===== config.mk =====
export PLATFORM = sky130hd
export DESIGN_NAME = efp_div_cell
export DESIGN_NICKNAME = d
export VERILOG_FILES = /design/src/rtl/core/efp_pkg.sv /design/src/rtl/core/efp_div_cell.sv
export SDC_FILE = /design/constraint.sdc
export NUM_CORES = 1
export LEC_CHECK = 0
export BUFFER_PORTS_ARGS = -buffer_cell sky130_fd_sc_hd__buf_4
export CAP_MARGIN = 20
export CORE_ASPECT_RATIO = 1.25
export CORE_MARGIN = 5
export CORE_UTILIZATION = 40
export DETAILED_ROUTE_END_ITERATION = 16
export GPL_TIMING_DRIVEN = 0
export PLACE_DENSITY_LB_ADDON = 0.1
export SYNTH_ARGS = -nofsm -noshare
export SYNTH_HDL_FRONTEND = slang
export SYNTH_SLANG_ARGS = --single-unit

===== constraint.sdc =====
create_clock -name clk -period 3.15 [get_ports clk]
set_input_delay 0.315 -clock clk [delete_from_list [all_inputs] [get_ports clk]]
set_output_delay 0.315 -clock clk [all_outputs]
set_load 0.02 [all_outputs]

===== src/rtl/core/efp_pkg.sv =====
// shared types, constants and fixed-point helpers for the euler flux block
package efp_pkg;

  localparam int W = 32;
  localparam int F = 16;
  localparam int NB = W + F;
  localparam int SR = (W + F + 1) / 2;
  localparam int RW = SR + 3;
  localparam int XW = W + 3;
  localparam int CW = 2 * W;
  localparam int IN_DW = ((4 * W + 7) / 8) * 8;
  localparam int OUT_DW = ((11 * W + 7) / 8) * 8;

  localparam logic [XW:0] TWO_XW = {1'b1, {XW{1'b0}}};
  localparam logic [XW-1:0] RECIP5 = XW'(TWO_XW / 5);

  localparam logic [1:0] ERR_OK   = 2'd0;
  localparam logic [1:0] ERR_DENS = 2'd1;
  localparam logic [1:0] ERR_PRES = 2'd2;
  localparam logic [1:0] ERR_SAT  = 2'd3;

  typedef logic signed [W-1:0] word_t;
  typedef logic signed [CW-1:0] dword_t;
  typedef logic [CW-1:0] mag_t;
  typedef logic [XW-1:0] xw_t;

  typedef struct packed {
    logic [W-1:0]  rem;
    logic [NB-1:0] num;
    logic [NB-1:0] quo;
    logic [W-1:0]  den;
  } div_t;

  typedef struct packed {
    logic [RW-1:0]   rem;
    logic [2*SR-1:0] rad;
    logic [SR-1:0]   root;
  } sq_t;

  typedef struct packed {
    logic  sat;
    word_t val;
  } clp_t;

  typedef struct packed {
    logic   bad;
    logic   dir;
    logic   sat;
    logic   xneg;
    word_t  rho;
    word_t  mx;
    word_t  my;
    word_t  e;
    word_t  u;
    word_t  v;
    word_t  muu;
    word_t  mvv;
    word_t  myu;
    word_t  mxv;
    word_t  kin;
    word_t  p;
    word_t  ep;
    word_t  f1;
    word_t  f3;
    word_t  f6;
    word_t  f7;
    word_t  c2;
    word_t  c;
    dword_t pm1;
    dword_t pm2;
    dword_t pm3;
    dword_t pm4;
    xw_t    x;
    xw_t    est;
  } item_t;

  function automatic logic [W-1:0] mag_of(input word_t a);
    return a[W-1] ? (~a + 1'b1) : a;
  endfunction

  function automatic clp_t clamp_mag(input logic neg, input mag_t mag);
    mag_t lim;
    mag_t m;
    clp_t r;
    lim = (mag_t'(1) << (W - 1)) - mag_t'(!neg);
    r.sat = mag > lim;
    m = r.sat ? lim : mag;
    r.val = neg ? word_t'(~m[W-1:0] + 1'b1) : word_t'(m[W-1:0]);
    return r;
  endfunction

  function automatic clp_t add_sat(input word_t a, input word_t b);
    logic [W:0] s;
    logic [W:0] m;
    s = {a[W-1], a} + {b[W-1], b};
    m = s[W] ? (~s + 1'b1) : s;
    return clamp_mag(s[W], mag_t'(m));
  endfunction

  function automatic clp_t sub_sat(input word_t a, input word_t b);
    logic [W:0] s;
    logic [W:0] m;
    s = {a[W-1], a} - {b[W-1], b};
    m = s[W] ? (~s + 1'b1) : s;
    return clamp_mag(s[W], mag_t'(m));
  endfunction

  function automatic clp_t mul_sat(input dword_t p);
    mag_t m;
    m = p[CW-1] ? (~p + 1'b1) : p;
    return clamp_mag(p[CW-1], m >> F);
  endfunction

  function automatic xw_t est5(input xw_t x);
    logic [2*XW-1:0] pr;
    pr = {{XW{1'b0}}, x} * {{XW{1'b0}}, RECIP5};
    return pr[2*XW-1:XW];
  endfunction

  function automatic xw_t fix5(input xw_t x, input xw_t est);
    xw_t r;
    r = x - ((est << 2) + est);
    return (r >= XW'(5)) ? est + 1'b1 : est;
  endfunction

endpackage


===== src/rtl/core/efp_div_cell.sv =====
// one restoring division step: one quotient bit per cell
module efp_div_cell (
  input  logic          clk,
  input  logic          ce,
  input  efp_pkg::div_t d_in,
  output efp_pkg::div_t d_out
);
  import efp_pkg::*;

  logic [W:0] r2;
  div_t       nx;

  always_comb begin
    nx = d_in;
    r2 = {d_in.rem, d_in.num[NB-1]};
    nx.num = {d_in.num[NB-2:0], 1'b0};
    if (r2 >= {1'b0, d_in.den}) begin
      nx.rem = W'(r2 - {1'b0, d_in.den});
      nx.quo = {d_in.quo[NB-2:0], 1'b1};
    end else begin
      nx.rem = r2[W-1:0];
      nx.quo = {d_in.quo[NB-2:0], 1'b0};
    end
  end

  always_ff @(posedge clk) begin
    if (ce) begin
      d_out <= nx;
    end
  end

endmodule


Yosys cells after proc, flatten, opt, wreduce, memory -nomap -nowiden
Index checks and enable logic that the tools add are counted. W data, S select, Z words.

Add/sub/neg operators: 1. $lt $le $gt $ge: 1. Muxes and demuxes: 2.

Operators with widths (number): $ge A33 B32 Y1 (1); $mux W32 (1); $sub A32 B32 Y32 (1); $mux W1 (1).

Flip-flop bits (word level): 159. Input bits: 162. Logic and storage cells: 8.

Longest topological paths before layout
Depth in word-level cells: 2. Depth in mapped cells: 13. Depth with buffers taken out: 11.

Least setup slack after synthesis
OpenSTA, ideal clock, no wires.

Path kind: input to register. Start: in d_in[23] (netlist bit). End: reg d_out[132] (netlist bit) (data pin). Data arrival time: 2423 ps. Data required time: 2890 ps. Slack: 467 ps. Stages: 11. Buffers on the path: 2. Cells stage by stage: inv_1 -> ha_1 -> buf_6 -> and3_1 -> o21a_1 -> a311oi_2 -> o21ai_1 -> or3b_1 -> o21a_1 -> buf_6 -> mux2_4.

RTL lines: start: declaration (RTL line efp_div_cell.sv:5) `input efp_pkg::div_t d_in,`; end signal: assignment (RTL line efp_div_cell.sv:28) `d_out <= nx;`; end: declaration (RTL line efp_div_cell.sv:6) `output efp_pkg::div_t d_out`.

==> results.yml <==
floorplanning:
  die_y_um: 159
  dieWidth_um: 129
  dieArea_mm2: 0.0206
  num_rows: 54
  coreArea_mm2: 0.0175
  io_pins: 322
  initial_core_util: 0.406
layout:
  top_register: "d_out"
  seqCellArea_mm2: 0.00477
  multi_input_area_mm2: 0.00205
  diodes: 0
  area_delta_synth_final_pct: 46.1
  stdcell_area_mm2: 0.0104
  fin_nets: 1054
  largestRegisters: "d_out: 159 flops"
  post-route-util: 0.594
  largest_reg_flops: 159
  nFillCells: 1468
  final_layout_size_suffix_gt1_frac: 0.432
timing:
  final-setup-viol-count: 0
  fmax_ghz: 0.366
  relSlewSlack: 0.482
  fin_crit_sh: 0.866
  setup_tns_ns: 0
  min_period_ns: 2.73
  finalHoldViolations: 0
  worst_pin_slew_ns: 0.775
  rsz0062_at_grt: "no"
  drv_slew: 0
placed_design:
  gp_congestion: 0.941
  placed_cell_area_mm2: 0.00982
  post-dp-hpwl_mm: 17.0
  port_buffers: 319
synth:
  syn-num-nets: 715
  synth.top_cells.by_area: "edfxtp_1 67%, ha_1 5.6%, a21oi_1 3.8%, inv_1 2.4%, xnor2_1 2.0%"
  syn_inst: 520
  yosysMostFrequentCell: "edfxtp_1"
  synth.distinct_cells: 50
  synth_top_cell_by_area: "edfxtp_1"
  yosys-top-cells-count: "159 x edfxtp_1, 54 x a21oi_1, 46 x inv_1"
  synth-edff-count: 159
  synth-seq-area-share: 0.671
  synth_top_area_share: 0.671
  netlist_area_mm2: 0.00711
  synth_area_per_cell_um2: 13.7
  ys_warn_count: 0
  synth-async-reset-ratio: 0
  synth_seq_cells: 159
  ys.flop_type: "edfxtp_1"
detailed_routing:
  avgViaCountPerCell: 4.91
  drt_iter0_markers: 353
  remaining_drc_errors: 0
  wirelength_mm: 21.4
  ant_nets: 0
  wire_per_inst_um: 19.5
  via_count: 5376
  first_pass_iters: 4
clock_tree:
  cts_tree: "done"
  clkSinkCount: 159
  cts_buffers: 17
  postCtsResizedCells: 0
  post_cts_buffers: 0
  cts_hold_buf: 0
  root_buffer: "clkbuf_16"
  clk_pin_slew_worst_paths_ns: 0.08
  htreeDepth: 4
  cts_buffer_depth: 2
critical_path:
  startpoint_type: "input port"
  critPathMaxFanout: 8
  cp-end-kind: "flip-flop"
  crit_arrival_ns: 2.91
  cp_cell_sequence: "buf_4, inv_1, ha_1, clkbuf_1, a21oi_1, o21ai_1, a2111oi_1, nor3_1, nor2_1, o21bai_1, xor2_1, mux2_4"
  crit_required_ns: 3.33
  max_stage_delay_ns: 0.69
  cp_slowest_cell: "a2111oi_1"
  critPathKind: "in -> reg"
min_path:
  hp-class: "in -> reg"
  min-delay-start: "d_in[56]"
  holdPathEnd: "d_out[57]$_DFFE_PP_"
  hold_depth: 1
run:
  max_cap_violations: 0
run_status:
  status: "completed"
grt:
  antenna_found_initial: 0
  grt_max_degree: 111
  grt_pass1_vias: 5536
  overflow: 0
  grt_use_total: 0.201
  grt_pass1_wl_mm: 31.5
power_and_ir_drop:
  cellLeakagePower_uw: 0.00456
  ir_worst_vdd_mv: 0.400
  p_per_area_mw_per_mm2: 576
  total_power_uw: 5990
[area by class of cell]
| cell class | count | share of cell area |
|---|---|---|
| sequential | 159 | 0.459 |
| inverter | 46 | 0.0166 |
| tap | 224 | 0.0270 |
| timing repair buffer | 320 | 0.233 |
| multi-input combinational | 297 | 0.197 |
| clock buffer | 18 | 0.0413 |
| clock inverter | 14 | 0.0140 |
| buffer | 18 | 0.0114 |
[per-stage QoR]
step / setup WS (ns) / hold slack, ns / instances
6_report: 0.421 / 0.0613 / 1096
5_1_grt: 0.223 / 0.0354 / 1096
4_1_cts: 0.472 / 0.0405 / 1096
3_5_place_dp: 0.0270 / 0.494 / 1064
3_3_place_gp: 0.0122 / 0.494 / 1063
2_1_floorplan: 0.467 / 0.414 / 520
[per-layer routing]
layer / vias to the layer above / part of all wire / global-route usage
li1: 2603 / - / -
met1: 2547 / 0.35 / 0.213
met2: 203 / 0.53 / 0.368
met3: 23 / 0.11 / 0.0812
met4: 0 / 0.012 / 0.0468
met5: - / 0 / 0
[worst max-delay path: cells and delay by family]
kind            cells  cell delay, ns
compound gates      4            1.10
xor+xnor            1            0.15
fa+ha+maj           1            0.28
buf+inv             3            0.32
mux                 1            0.26
simple gates        2            0.48
[power breakdown]
part / total (uW) / internal [uW] / switching [uW]
clock: 2000 / 1060 / 946
sequential: 2630 / 2570 / 55.5
combinational: 1360 / 606 / 752
total: 5990 / 4240 / 1750
[cell usage in the layout, fill, tap and decap left out, types with 8 or more instances in the layout]
cell type / netlist / routed
nand4_1: 8 / 8
o21ai_0: 17 / 17
a21oi_1: 54 / 54
inv_1: 46 / 46
clkbuf_16: 0 / 17
edfxtp_1: 159 / 159
buf_4: 2 / 320
mux2_4: 8 / 8
nand2_1: 24 / 24
xnor2_1: 16 / 16
xor2_1: 10 / 10
nand3_1: 8 / 8
nor2_1: 37 / 37
ha_1: 32 / 32
a21o_1: 8 / 8
[worst max path at each step]
stage | start | end | slack [ns] | cells past startpoint
after floorplan | d_in[23] | d_out[132]$_DFFE_PP_ | 0.47 | 11
after global placement | d_in[8] | d_out[151]$_DFFE_PP_ | 0.01 | 12
after detailed placement | d_in[8] | d_out[151]$_DFFE_PP_ | 0.03 | 12
after CTS | d_in[8] | d_out[151]$_DFFE_PP_ | 0.47 | 12
after global routing | d_in[8] | d_out[151]$_DFFE_PP_ | 0.22 | 12
final | d_in[8] | d_out[151]$_DFFE_PP_ | 0.42 | 12
[logic make-up (layout without fill, tap and decap cells)]
group                    after synthesis  count (layout)  synth area share
other                                  1               1          0.000527
AND/OR/NAND/NOR                      107             107            0.0735
XOR/XNOR                              26              26            0.0320
buffers and inverters                 64             416            0.0410
AO/OA/AOI/OAI                        120             120             0.103
multiplexers                          10              10            0.0197
adder cells (fa/ha/maj)               33              33            0.0591
flip-flops                           159             159             0.671
(Power assumes the default switching activity.)
