[config.mk]
export PLATFORM = sky130hd
export DESIGN_NAME = efp_sqrt_cell
export DESIGN_NICKNAME = d
export VERILOG_FILES = /design/src/rtl/core/efp_pkg.sv /design/src/rtl/core/efp_sqrt_cell.sv
export SDC_FILE = /design/constraint.sdc
export NUM_CORES = 1
export LEC_CHECK = 0
export BUFFER_PORTS_ARGS = -buffer_cell sky130_fd_sc_hd__buf_4
export CAP_MARGIN = 20
export CORE_ASPECT_RATIO = 1.1
export CORE_MARGIN = 1
export CORE_UTILIZATION = 30
export CTS_BUF_LIST = sky130_fd_sc_hd__clkbuf_8
export CTS_CLUSTER_DIAMETER = 120
export DETAILED_ROUTE_END_ITERATION = 7
export SETUP_SLACK_MARGIN = 0.5
export SYNTH_ARGS = -nofsm -noshare
export SYNTH_HDL_FRONTEND = slang
export SYNTH_SLANG_ARGS = --single-unit
[constraint.sdc]
create_clock -name clk -period 6.35 [get_ports clk]
set_input_delay 0.3175 -clock clk [delete_from_list [all_inputs] [get_ports clk]]
set_output_delay 0.3175 -clock clk [all_outputs]
set_load 0.05 [all_outputs]
[src/rtl/core/efp_pkg.sv]
// shared types, constants and fixed-point helpers for the euler flux block
package efp_pkg;

  localparam int W = 32;
  localparam int F = 16;
  localparam int NB = W + F;
  localparam int SR = (W + F + 1) / 2;
  localparam int RW = SR + 3;
  localparam int XW = W + 3;
  localparam int CW = 2 * W;
  localparam int IN_DW = ((4 * W + 7) / 8) * 8;
  localparam int OUT_DW = ((11 * W + 7) / 8) * 8;

  localparam logic [XW:0] TWO_XW = {1'b1, {XW{1'b0}}};
  localparam logic [XW-1:0] RECIP5 = XW'(TWO_XW / 5);

  localparam logic [1:0] ERR_OK   = 2'd0;
  localparam logic [1:0] ERR_DENS = 2'd1;
  localparam logic [1:0] ERR_PRES = 2'd2;
  localparam logic [1:0] ERR_SAT  = 2'd3;

  typedef logic signed [W-1:0] word_t;
  typedef logic signed [CW-1:0] dword_t;
  typedef logic [CW-1:0] mag_t;
  typedef logic [XW-1:0] xw_t;

  typedef struct packed {
    logic [W-1:0]  rem;
    logic [NB-1:0] num;
    logic [NB-1:0] quo;
    logic [W-1:0]  den;
  } div_t;

  typedef struct packed {
    logic [RW-1:0]   rem;
    logic [2*SR-1:0] rad;
    logic [SR-1:0]   root;
  } sq_t;

  typedef struct packed {
    logic  sat;
    word_t val;
  } clp_t;

  typedef struct packed {
    logic   bad;
    logic   dir;
    logic   sat;
    logic   xneg;
    word_t  rho;
    word_t  mx;
    word_t  my;
    word_t  e;
    word_t  u;
    word_t  v;
    word_t  muu;
    word_t  mvv;
    word_t  myu;
    word_t  mxv;
    word_t  kin;
    word_t  p;
    word_t  ep;
    word_t  f1;
    word_t  f3;
    word_t  f6;
    word_t  f7;
    word_t  c2;
    word_t  c;
    dword_t pm1;
    dword_t pm2;
    dword_t pm3;
    dword_t pm4;
    xw_t    x;
    xw_t    est;
  } item_t;

  function automatic logic [W-1:0] mag_of(input word_t a);
    return a[W-1] ? (~a + 1'b1) : a;
  endfunction

  function automatic clp_t clamp_mag(input logic neg, input mag_t mag);
    mag_t lim;
    mag_t m;
    clp_t r;
    lim = (mag_t'(1) << (W - 1)) - mag_t'(!neg);
    r.sat = mag > lim;
    m = r.sat ? lim : mag;
    r.val = neg ? word_t'(~m[W-1:0] + 1'b1) : word_t'(m[W-1:0]);
    return r;
  endfunction

  function automatic clp_t add_sat(input word_t a, input word_t b);
    logic [W:0] s;
    logic [W:0] m;
    s = {a[W-1], a} + {b[W-1], b};
    m = s[W] ? (~s + 1'b1) : s;
    return clamp_mag(s[W], mag_t'(m));
  endfunction

  function automatic clp_t sub_sat(input word_t a, input word_t b);
    logic [W:0] s;
    logic [W:0] m;
    s = {a[W-1], a} - {b[W-1], b};
    m = s[W] ? (~s + 1'b1) : s;
    return clamp_mag(s[W], mag_t'(m));
  endfunction

  function automatic clp_t mul_sat(input dword_t p);
    mag_t m;
    m = p[CW-1] ? (~p + 1'b1) : p;
    return clamp_mag(p[CW-1], m >> F);
  endfunction

  function automatic xw_t est5(input xw_t x);
    logic [2*XW-1:0] pr;
    pr = {{XW{1'b0}}, x} * {{XW{1'b0}}, RECIP5};
    return pr[2*XW-1:XW];
  endfunction

  function automatic xw_t fix5(input xw_t x, input xw_t est);
    xw_t r;
    r = x - ((est << 2) + est);
    return (r >= XW'(5)) ? est + 1'b1 : est;
  endfunction

endpackage

[src/rtl/core/efp_sqrt_cell.sv]
// one digit-by-digit square root step: one root bit per cell
module efp_sqrt_cell (
  input  logic         clk,
  input  logic         ce,
  input  efp_pkg::sq_t s_in,
  output efp_pkg::sq_t s_out
);
  import efp_pkg::*;

  logic [RW-1:0] r2;
  logic [RW-1:0] tr;
  sq_t           nx;

  always_comb begin
    nx = s_in;
    r2 = {s_in.rem[RW-3:0], s_in.rad[2*SR-1 -: 2]};
    tr = {1'b0, s_in.root, 2'b01};
    nx.rad = {s_in.rad[2*SR-3:0], 2'b00};
    if (r2 >= tr) begin
      nx.rem = r2 - tr;
      nx.root = {s_in.root[SR-2:0], 1'b1};
    end else begin
      nx.rem = r2;
      nx.root = {s_in.root[SR-2:0], 1'b0};
    end
  end

  always_ff @(posedge clk) begin
    if (ce) begin
      s_out <= nx;
    end
  end

endmodule

# Yosys cells after proc, flatten, opt, wreduce, memory -nomap -nowiden
# Index checks and enable logic that the tools add are counted.
[op_classes] addsub=1 order_cmp=1 n_mux=2
[op_table] op="27-bit by 26-bit >= comparator with 1-bit output" n=1
[op_table] op="27-bit two-way mux" n=1
[op_table] op="27-bit by 26-bit subtractor with 27-bit output" n=1
[op_table] op="1-bit two-way mux" n=1
[totals] reg_bits=97 inputBits=101 out_inout_bits=99

# Longest topological paths before layout
# Gate-level depths: netlist (run 1).
[depth] depth_word=2 depth_mapped=13 ltp_nobuf=10

# Worst setup path before layout (run 1)
# No wires, ideal clock.
[synth_timing] path_type="input to register" from="in s_in[17] (netlist name)" to="reg s_out[98] (netlist name), data pin" setup_ns=0.269 t_arrival_ns=2.189 setup_slack_ns=3.892 path_stages=11 path_buffers=1 cell_sequence="inv_1 -> ha_1 -> buf_6 -> a21o_1 -> a21oi_2 -> o21bai_1 -> a211o_1 -> o211a_1 -> o21a_1 -> a2111oi_4 -> xor2_1"
[synth_rtl] item="start, declared" line="efp_sqrt_cell.sv:5" text="input efp_pkg::sq_t s_in,"
[synth_rtl] item="end signal, assigned" line="efp_sqrt_cell.sv:30" text="s_out <= nx;"
[synth_rtl] item="end, declared" line="efp_sqrt_cell.sv:6" text="output efp_pkg::sq_t s_out"

==> results of run 1 <==
final cells by class:
cell class | count | share of cell area, %
clock inverters | 6 | 1.39
inverters | 31 | 1.78
flip-flops and latches | 97 | 44.5
multi-input cells | 233 | 24.3
clock buffers | 9 | 1.89
well taps | 196 | 3.74
repair buffers | 196 | 22.5
metal layers:
metal / routed length (um) / GRT usage (%) / part of all wire, %
met1: 4870 / 16.8 / 41
met2: 5850 / 26.0 / 49
met3: 1030 / 5.13 / 8.6
met4: 147 / 4.73 / 1.2
met5: 0 / 0 / 0
layout by cell type (no fill, tap or decap), types with 12 or more instances in the layout:
cell type,count
a21o_1,12
o21ai_1,21
inv_1,30
buf_4,196
ha_1,26
edfxtp_1,97
nand2_1,33
a21oi_1,27
xnor2_1,13
power breakdown:
| part | switching, mW | internal (mW) | total, mW |
|---|---|---|---|
| clock | 0.226 | 0.222 | 0.448 |
| sequential | 0.0190 | 0.785 | 0.804 |
| combinational | 0.392 | 0.197 | 0.589 |
| total | 0.638 | 1.20 | 1.84 |
worst max-delay path, delay by kind of cell:
kind,cells,cell delay [ns]
compound gates,4,0.90
simple gates,2,0.89
buf+inv,3,0.39
fa+ha+maj,1,0.38
mux,1,0.37
cells by family after synthesis:
logic type	after synthesis	share of synthesized area, %
muxes	3	0.721
buffers and inverters	41	3.90
other	1	0.0801
and+or+nand+nor	79	8.28
DFF	97	62.2
xor gates and xnor gates	22	4.12
AOI/OAI and AO/OA	101	13.7
adders and majority gates	26	6.95
stage by stage:
stage               power (mW)  hold WS, ns
finish                    1.84        0.106
global route              1.92       0.0815
CTS                       1.86       0.0849
detailed placement        1.41        0.497
global placement          1.41        0.496
floorplan                 1.22        0.416
worst min path at each step:
stage                            to  slack, ns  depth (start not counted)  startpoint
after floorplan           s_out[10]       0.42                          0     s_in[9]
after global placement    s_out[31]       0.50                          1    s_in[29]
after detailed placement  s_out[59]       0.50                          1    s_in[57]
after CTS                 s_out[42]       0.08                          1    s_in[40]
after global routing      s_out[62]       0.08                          1    s_in[60]
final                     s_out[42]       0.11                          1    s_in[40]
cells in the mapped netlist, types with 9 or more instances:
library cell	instances
edfxtp_1	97
xnor2_1	13
xor2_1	9
nand2_1	33
nand3_1	11
inv_1	30
nor2_1	11
ha_1	26
o21ai_0	9
a21oi_1	27
o21ai_1	21
a21o_1	12
==> results.tsv, run 1 <==
stage	metric	value	unit
synth	syn_area	4680	um^2
synth	synthFlopType	edfxtp_1	
routing	via_count	3544	
clock_tree	h-tree-depth	3	
sta	rsz0062_at_grt	false	
layout	ff_latch_area	2910	um^2
layout	diodes	0	
placement	dp_cells	753	
power_and_ir_drop	vdd_drop_max	0.106	mV
critical_path	start_kind	input port	
die	pin_count	200	
clock_tree	cts_tree	yes	
die	start_util	30.9	%
synth	yosysWarnings	0	
placement	dp_worst_setup_slack	2.75	ns
critical_path	crit_type	input port to register	
critical_path	max_stage_delay	0.65	ns
critical_path	path_max_fanout	43	
run	cap_violations	0	
layout	final_area	6550	um^2
sta	fin_crit_sh	49.1	%
synth	synthArstFlopShare	0	%
layout	fillCellCount	1476	
synth	synth-seq-cells	97	
critical_path	crit_required	6.49	ns
sta	fin_ws	3.23	ns
routing	drt_first_iter_violations	223	
global_route	antenna_found_initial	0	
critical_path	crit_slowest_cell	nand2_2	
worst_hold_path	hp-class	input port to register	
sta	fin_tns_setup	0	ns
sta	slew_headroom	45.1	%
placement	numPortBuffers	195	
routing	drt-wirelength-per-cell	15.5	um
layout	area_growth	39.9	%
synth	ys_types	48	
critical_path	crit_chain	buf_4, inv_1, ha_1, a21o_1, a31oi_1, o22a_1, o21ai_1, nand4b_1, nand2_2, inv_2, mux2_1	
sta	max_freq	321	MHz
layout	reg_top3	s_out (97)	
routing	routed_wl	11900	um
die	num_rows	47	
critical_path	critPathLaunch	s_in[10]	
layout	largest_reg_flops	97	
clock_tree	cts_setup_buffers	0	
global_route	grt_pass1_wl	18400	um
synth	synth_edf_count	97	
die	die_w	121	um
routing	antenna_left	0	
power_and_ir_drop	p_per_area	281	nW/um^2
layout	multiInputGateArea	1590	um^2
synth	seq_area_frac_synth	62.2	%
routing	first_pass_iters	4	
layout	layout.cells.non_filler	768	
sta	fin_crit	3.12	ns
placement	place_hpwl	9130	um
clock_tree	hold_buffers	0	
layout	drive_above_1_share	38.1	%
critical_path	endpoint	s_out[95]	
status	outcome	completed	
placement	place_area	6340	um^2
clock_tree	cts_root_buf	clkbuf_8	
clock_tree	numCtsBuffers	9	
clock_tree	cts.sinks	97	
sta	finalSetupViolations	0	
global_route	grt_pass1_vias	3577	
clock_tree	clkTransAtPathRegs	0.10	ns
synth	post-synth-top-area-cell	edfxtp_1	
global_route	grt_overflow	0	
power_and_ir_drop	leakage	2.87	nW
clock_tree	cts_resized	0	
die	core_area	15200	um^2
layout	fin_nets	695	
synth	avgSynthCellArea	12.7	um^2
global_route	globalRouteTotalUtil	14.9	%
placement	gp_congestion	0.738	
routing	via_per_inst	4.61	
routing	drc	0	
synth	syn_inst	370	
synth	yosysTopAreaCellShare	62.2	%
critical_path	end_kind	register	
global_route	grt_max_degree	61	
critical_path	crit_arrival	3.26	ns
sta	worstMarginPinSlew	0.821	ns
synth	yosys-top-cells-area	edfxtp_1 (62%), ha_1 (6.9%), a21oi_1 (2.9%), nand2_1 (2.6%), xnor2_1 (2.4%)	
sta	hold_violations	0	
die	dieArea	16100	um^2
clock_tree	cts_buffer_depth	2	
layout	final_core_util	43.2	%
layout	regMostFlops	s_out	
die	die_h	133	um
sta	slew_viol_final	0	
(Power assumes the default switching activity.)
==> run 2: changes to the inputs <==
==> constraint.sdc (replaced) <==
create_clock -name clk -period 3.05 [get_ports clk]
set_input_delay 0.1525 -clock clk [delete_from_list [all_inputs] [get_ports clk]]
set_output_delay 0.1525 -clock clk [all_outputs]
set_load 0.05 [all_outputs]
==> results.tsv, run 2 (synthesis results as in run 1) <==
stage	metric	value	unit
routing	via_count	3854	
global_route	grt_overflow	0	
clock_tree	h-tree-depth	3	
sta	rsz0062_at_grt	false	
sta	fin_tns_setup	0	ns
global_route	grt_pass1_wl	19800	um
layout	regMostFlops	s_out	
status	outcome	completed	
worst_hold_path	min_to	s_out[76]	
die	die_h	133	um
layout	reg_top3	s_out (97)	
routing	drc	0	
critical_path	crit_required	3.17	ns
clock_tree	cts.sinks	97	
clock_tree	numCtsBuffers	9	
critical_path	crit_arrival	2.42	ns
global_route	antenna_found_initial	0	
critical_path	max_stage_delay	0.44	ns
worst_hold_path	hp-class	input port to register	
clock_tree	cts_tree	yes	
clock_tree	cts_buffer_depth	2	
sta	fin_crit	2.30	ns
placement	numPortBuffers	195	
global_route	grt_max_degree	98	
critical_path	crit_chain	buf_4, inv_1, ha_1, nand3_1, nor3_2, nand3_1, o21a_1, o21ai_1, nand2_2, buf_4, a2111oi_4, xor2_1	
layout	layout.cells.non_filler	843	
power_and_ir_drop	vdd_drop_max	0.242	mV
sta	worstMarginPinSlew	0.535	ns
sta	whs	0.0661	ns
critical_path	path_max_fanout	11	
clock_tree	cts_root_buf	clkbuf_8	
sta	fin_crit_sh	75.3	%
die	dieArea	16100	um^2
routing	drt_first_iter_violations	241	
layout	final_common_cell	buf_4	
routing	via_per_inst	4.57	
sta	slew_headroom	64.3	%
sta	slew_viol_final	0	
sta	max_freq	435	MHz
critical_path	crit_slowest_cell	ha_1	
layout	diodes	0	
placement	gp_congestion	0.738	
die	num_rows	47	
layout	area_growth	54.9	%
die	start_util	30.9	%
routing	routed_wl	12700	um
sta	hold_violations	0	
layout	largest_reg_flops	97	
layout	fin_nets	769	
critical_path	end_kind	register	
clock_tree	clkTransAtPathRegs	0.10	ns
routing	drt-wirelength-per-cell	15.0	um
global_route	grt_pass1_vias	4008	
routing	first_pass_iters	4	
sta	fin_ws	0.752	ns
placement	place_hpwl	9040	um
layout	drive_above_1_share	34.5	%
placement	dp_cells	758	
die	pin_count	200	
worst_hold_path	hold_start	s_in[74]	
critical_path	start_kind	input port	
power_and_ir_drop	p_total	3.77	mW
global_route	globalRouteTotalUtil	15.9	%
critical_path	crit_type	input port to register	
layout	layout_common_cells	buf_4 (200), edfxtp_1 (97), dlygate4sd3_1 (69)	
placement	dp_worst_setup_slack	0.386	ns
die	die_w	121	um
power_and_ir_drop	leakage	3.16	nW
routing	antenna_left	0	
die	core_area	15200	um^2
worst_hold_path	min_path_cells	2	
run	cap_violations	0	
power_and_ir_drop	p_per_area	520	nW/um^2
clock_tree	cts_setup_buffers	0	
sta	finalSetupViolations	0	
run 2: cell types whose count changed in the layout (fill, tap and decap cells not counted), moves of 2 or more:
cell	change
dlygate4sd3_1	+69
buf_4	+4
bufinv_16	-2
clkinvlp_4	+2
run 2: cell type report:
type	count	area, um^2
Fill cell	1371	7920
Sequential cell	97	2910
Timing Repair Buffer	270	2210
Multi-Input combinational cell	233	1590
Tap cell	196	245
Clock buffer	9	124
Inverter	31	116
Clock inverter	7	53.8
run 2: routing by layer:
layer	track usage (%)	routed length, um	vias up
li1	-	-	1909
met1	18.0	5210	1784
met2	28.7	6370	154
met3	4.70	967	7
met4	4.39	115	0
met5	0	0	-
run 2: what timing repair did:
action	4_1_cts	5_1_grt
hold buffers	69	0
gates resized for setup	0	0
endpoints found under the hold margin	69	0
run 2: where the power goes:
part / switching (mW) / internal [mW]
sequential: 0.0412 / 1.63
combinational: 0.836 / 0.479
clock: 0.479 / 0.302
run 2: worst max-delay path, delay by kind of cell:
family,cells,cell delay [ns]
and+or+nand+nor,4,0.77
AOI/OAI and AO/OA,3,0.61
adders and majority gates,1,0.44
buffers and inverters,3,0.31
xor gates and xnor gates,1,0.12
run 2: metrics by stage:
step / util, % / cell area (um^2)
global route: 47.8 / 7250
global placement: 42.1 / 6390
finish: 47.8 / 7250
CTS: 47.8 / 7250
floorplan: - / 4690
detailed placement: 42.1 / 6390
run 2: worst max-delay path by stage:
stage,from,end,slack (ns),cells after the start
after global routing,s_in[16],s_out[98],0.56,12
after floorplan,s_in[17],s_out[98],0.76,11
after global placement,s_in[16],s_out[98],0.41,12
final,s_in[16],s_out[98],0.75,12
after detailed placement,s_in[16],s_out[98],0.39,12
after CTS,s_in[16],s_out[98],0.79,12
==> run 3: changes to the inputs <==
--- a/config.mk
+++ b/config.mk
@@ -5,6 +5,7 @@
 export SDC_FILE = /design/constraint.sdc
 export NUM_CORES = 1
 export LEC_CHECK = 0
+export ABC_AREA = 1
 export BUFFER_PORTS_ARGS = -buffer_cell sky130_fd_sc_hd__buf_4
 export CAP_MARGIN = 20
 export CORE_ASPECT_RATIO = 1.1
==> constraint.sdc (replaced) <==
create_clock -name clk -period 2.3 [get_ports clk]
set_input_delay 0.115 -clock clk [delete_from_list [all_inputs] [get_ports clk]]
set_output_delay 0.115 -clock clk [all_outputs]
set_load 0.05 [all_outputs]
==> results.tsv, run 3 <==
stage	metric	value	unit
status	outcome	completed	
synth	synth_edf_count	97	
synth	synth-seq-cells	97	
global_route	globalRouteTotalUtil	16.7	%
synth	syn_inst	619	
die	die_w	130	um
layout	drive_above_1_share	28.4	%
sta	slew_viol_final	0	
global_route	antenna_found_initial	0	
power_and_ir_drop	swShare	37.1	%
critical_path	start_kind	input port	
routing	top_layer	met4	
power_and_ir_drop	vdd_drop_max	0.256	mV
routing	routed_wl	15400	um
layout	largest_reg_flops	97	
die	core_area	17300	um^2
synth	yosysMostFrequentCell	nand2_1	
critical_path	crit_type	input port to register	
clock_tree	cts_root_buf	clkbuf_8	
synth	synthFlopType	edfxtp_1	
layout	layout_common_cells	nand2_1 (228), buf_4 (200), inv_1 (124)	
run	cap_violations	0	
power_and_ir_drop	power_frac_clock	21.0	%
clock_tree	cts_tree	yes	
layout	fin_nets	1032	
critical_path	crit_required	2.41	ns
sta	rsz0062_at_grt	false	
layout	area_growth	54.2	%
die	start_util	31.1	%
global_route	grt_max_degree	39	
clock_tree	cts_buffer_depth	2	
worst_hold_path	hp-class	input port to register	
synth	avgSynthCellArea	8.67	um^2
critical_path	path_max_fanout	8	
sta	finalSetupViolations	0	
clock_tree	h-tree-depth	3	
sta	fin_crit	1.68	ns
placement	numPortBuffers	195	
power_and_ir_drop	p_total	5.16	mW
die	dieArea	18400	um^2
worst_hold_path	hold_start	s_in[89]	
global_route	grt_overflow	0	
routing	via_per_inst	4.13	
sta	hold_violations	0	
layout	diodes	0	
power_and_ir_drop	p_per_area	623	nW/um^2
routing	antenna_left	0	
sta	worstMarginPinSlew	0.532	ns
placement	place_hpwl	11500	um
synth	ys_types	27	
global_route	grt_pass1_vias	4745	
power_and_ir_drop	internal_power	3.24	mW
routing	drc	0	
synth	synthArstFlopShare	0	%
die	pin_count	200	
clock_tree	cts.sinks	97	
routing	wl_met3	984	um
routing	drt-wirelength-per-cell	13.5	um
sta	fin_crit_sh	73.2	%
synth	yosys-top-cells-area	edfxtp_1 (54%), nand2_1 (16%), inv_1 (8.7%), ha_1 (6.1%), nand3_1 (2.9%)	
clock_tree	numCtsBuffers	9	
synth	yosysTopAreaCellShare	54.3	%
sta	max_freq	594	MHz
synth	yosysWarnings	0	
power_and_ir_drop	leakage	4.06	nW
layout	reg_top3	s_out (97)	
global_route	grt_pass1_wl	23500	um
power_and_ir_drop	pwr-share-seq	42.7	%
die	die_h	142	um
clock_tree	clkTransAtPathRegs	0.10	ns
routing	via_count	4721	
clock_tree	cts_setup_buffers	0	
synth	post-synth-top-area-cell	edfxtp_1	
synth	seq_area_frac_synth	54.3	%
sta	fin_tns_setup	0	ns
die	num_rows	50	
routing	routedLengthMet1	6880	um
critical_path	critPathLaunch	s_in[12]	
routing	first_pass_iters	4	
routing	wl_met2	7450	um
layout	final_common_cell	nand2_1	
sta	slew_headroom	64.5	%
critical_path	endpoint	s_out[86]	
power_and_ir_drop	p_sw	1.91	mW
synth	synth_commonest_cells	nand2_1 (233), inv_1 (124), edfxtp_1 (97)	
critical_path	crit_arrival	1.79	ns
critical_path	end_kind	register	
placement	gp_congestion	0.857	
power_and_ir_drop	combPwrFrac	36.2	%
layout	regMostFlops	s_out	
synth	syn_area	5370	um^2
routing	drt_first_iter_violations	213	
[run 3: cell types whose count changed after synthesis, moves of 12 or more]
cell / delta
nand3_1: +20
a21oi_1: -13
o21ai_1: -20
nand2_1: +200
a21o_1: -12
nor2_1: +25
inv_1: +94
[run 3: layout make-up]
cell class                      count  area (um^2)
Tap cell                          234          293
Clock buffer                        9          124
Inverter                          126          473
Sequential cell                    97         2910
Clock inverter                      7         61.3
Multi-Input combinational cell    390         2050
Timing Repair Buffer              281         2370
Fill cell                        1701         8990
[run 3: power groups by stage]
stage	Sequential (mW)	Clock [mW]	Combinational [mW]
finish	2.20	1.08	1.87
global route	2.22	1.18	2.02
CTS	2.20	1.14	1.83
detailed placement	2.24	0	1.73
global placement	2.24	0	1.72
floorplan	2.86	0	0.508
[run 3: metal layers]
metal / global-route usage [%] / vias up
met3: 3.61 / 7
met2: 29.6 / 141
met1: 20.4 / 2061
met4: 4.10 / 0
met5: 0 / -
li1: - / 2512
[run 3: worst max-delay path, stage by stage]
cell	delay [ns]
buf_4	0.12
inv_1	0.08
ha_2	0.31
nand2_2	0.11
inv_1	0.04
nand2_1	0.07
nand3_2	0.09
nand2_1	0.08
nand2_1	0.08
nand2_2	0.08
nand2_1	0.08
nor2_4	0.24
buf_6	0.19
o21ai_0	0.11
[run 3: cells by family after synthesis]
group	synth area share, %
other cells	0.0699
flops	54.3
fa+ha+maj	6.06
buf+inv	9.96
xor+xnor	2.45
simple gates	23.9
compound gates	3.29
[run 3: how the worst min path moves through the flow]
stage / cells after the start / slack [ns] / end
2_1_floorplan: 0 / 0.21 / s_out[10]
3_3_place_gp: 1 / 0.29 / s_out[57]
3_5_place_dp: 1 / 0.29 / s_out[45]
4_1_cts: 3 / 0.002 / s_out[91]
5_1_grt: 3 / 0.004 / s_out[91]
6_report: 3 / 0.03 / s_out[91]
[run 3: what timing repair did]
| item | 4_1_cts | 5_1_grt |
|---|---|---|
| hold buffers | 74 | 0 |
| setup endpoints to repair | 0 | 17 |
| resized for setup | 0 | 24 |
| hold endpoints to repair | 74 | 0 |
[run 3: per-stage QoR]
stage                     setup slack (ns)  utilization, %  std cells  area (um^2)  hold slack, ns
after detailed placement             0.117            41.6       1052         7190           0.294
final                                0.617            47.9       1144         8280          0.0271
after global placement               0.192            41.6       1052         7190           0.293
after global routing                 0.503            47.9       1144         8280         0.00433
after CTS                            0.531            47.0       1142         8120         0.00224
after floorplan                      0.564               -        620         5370           0.214
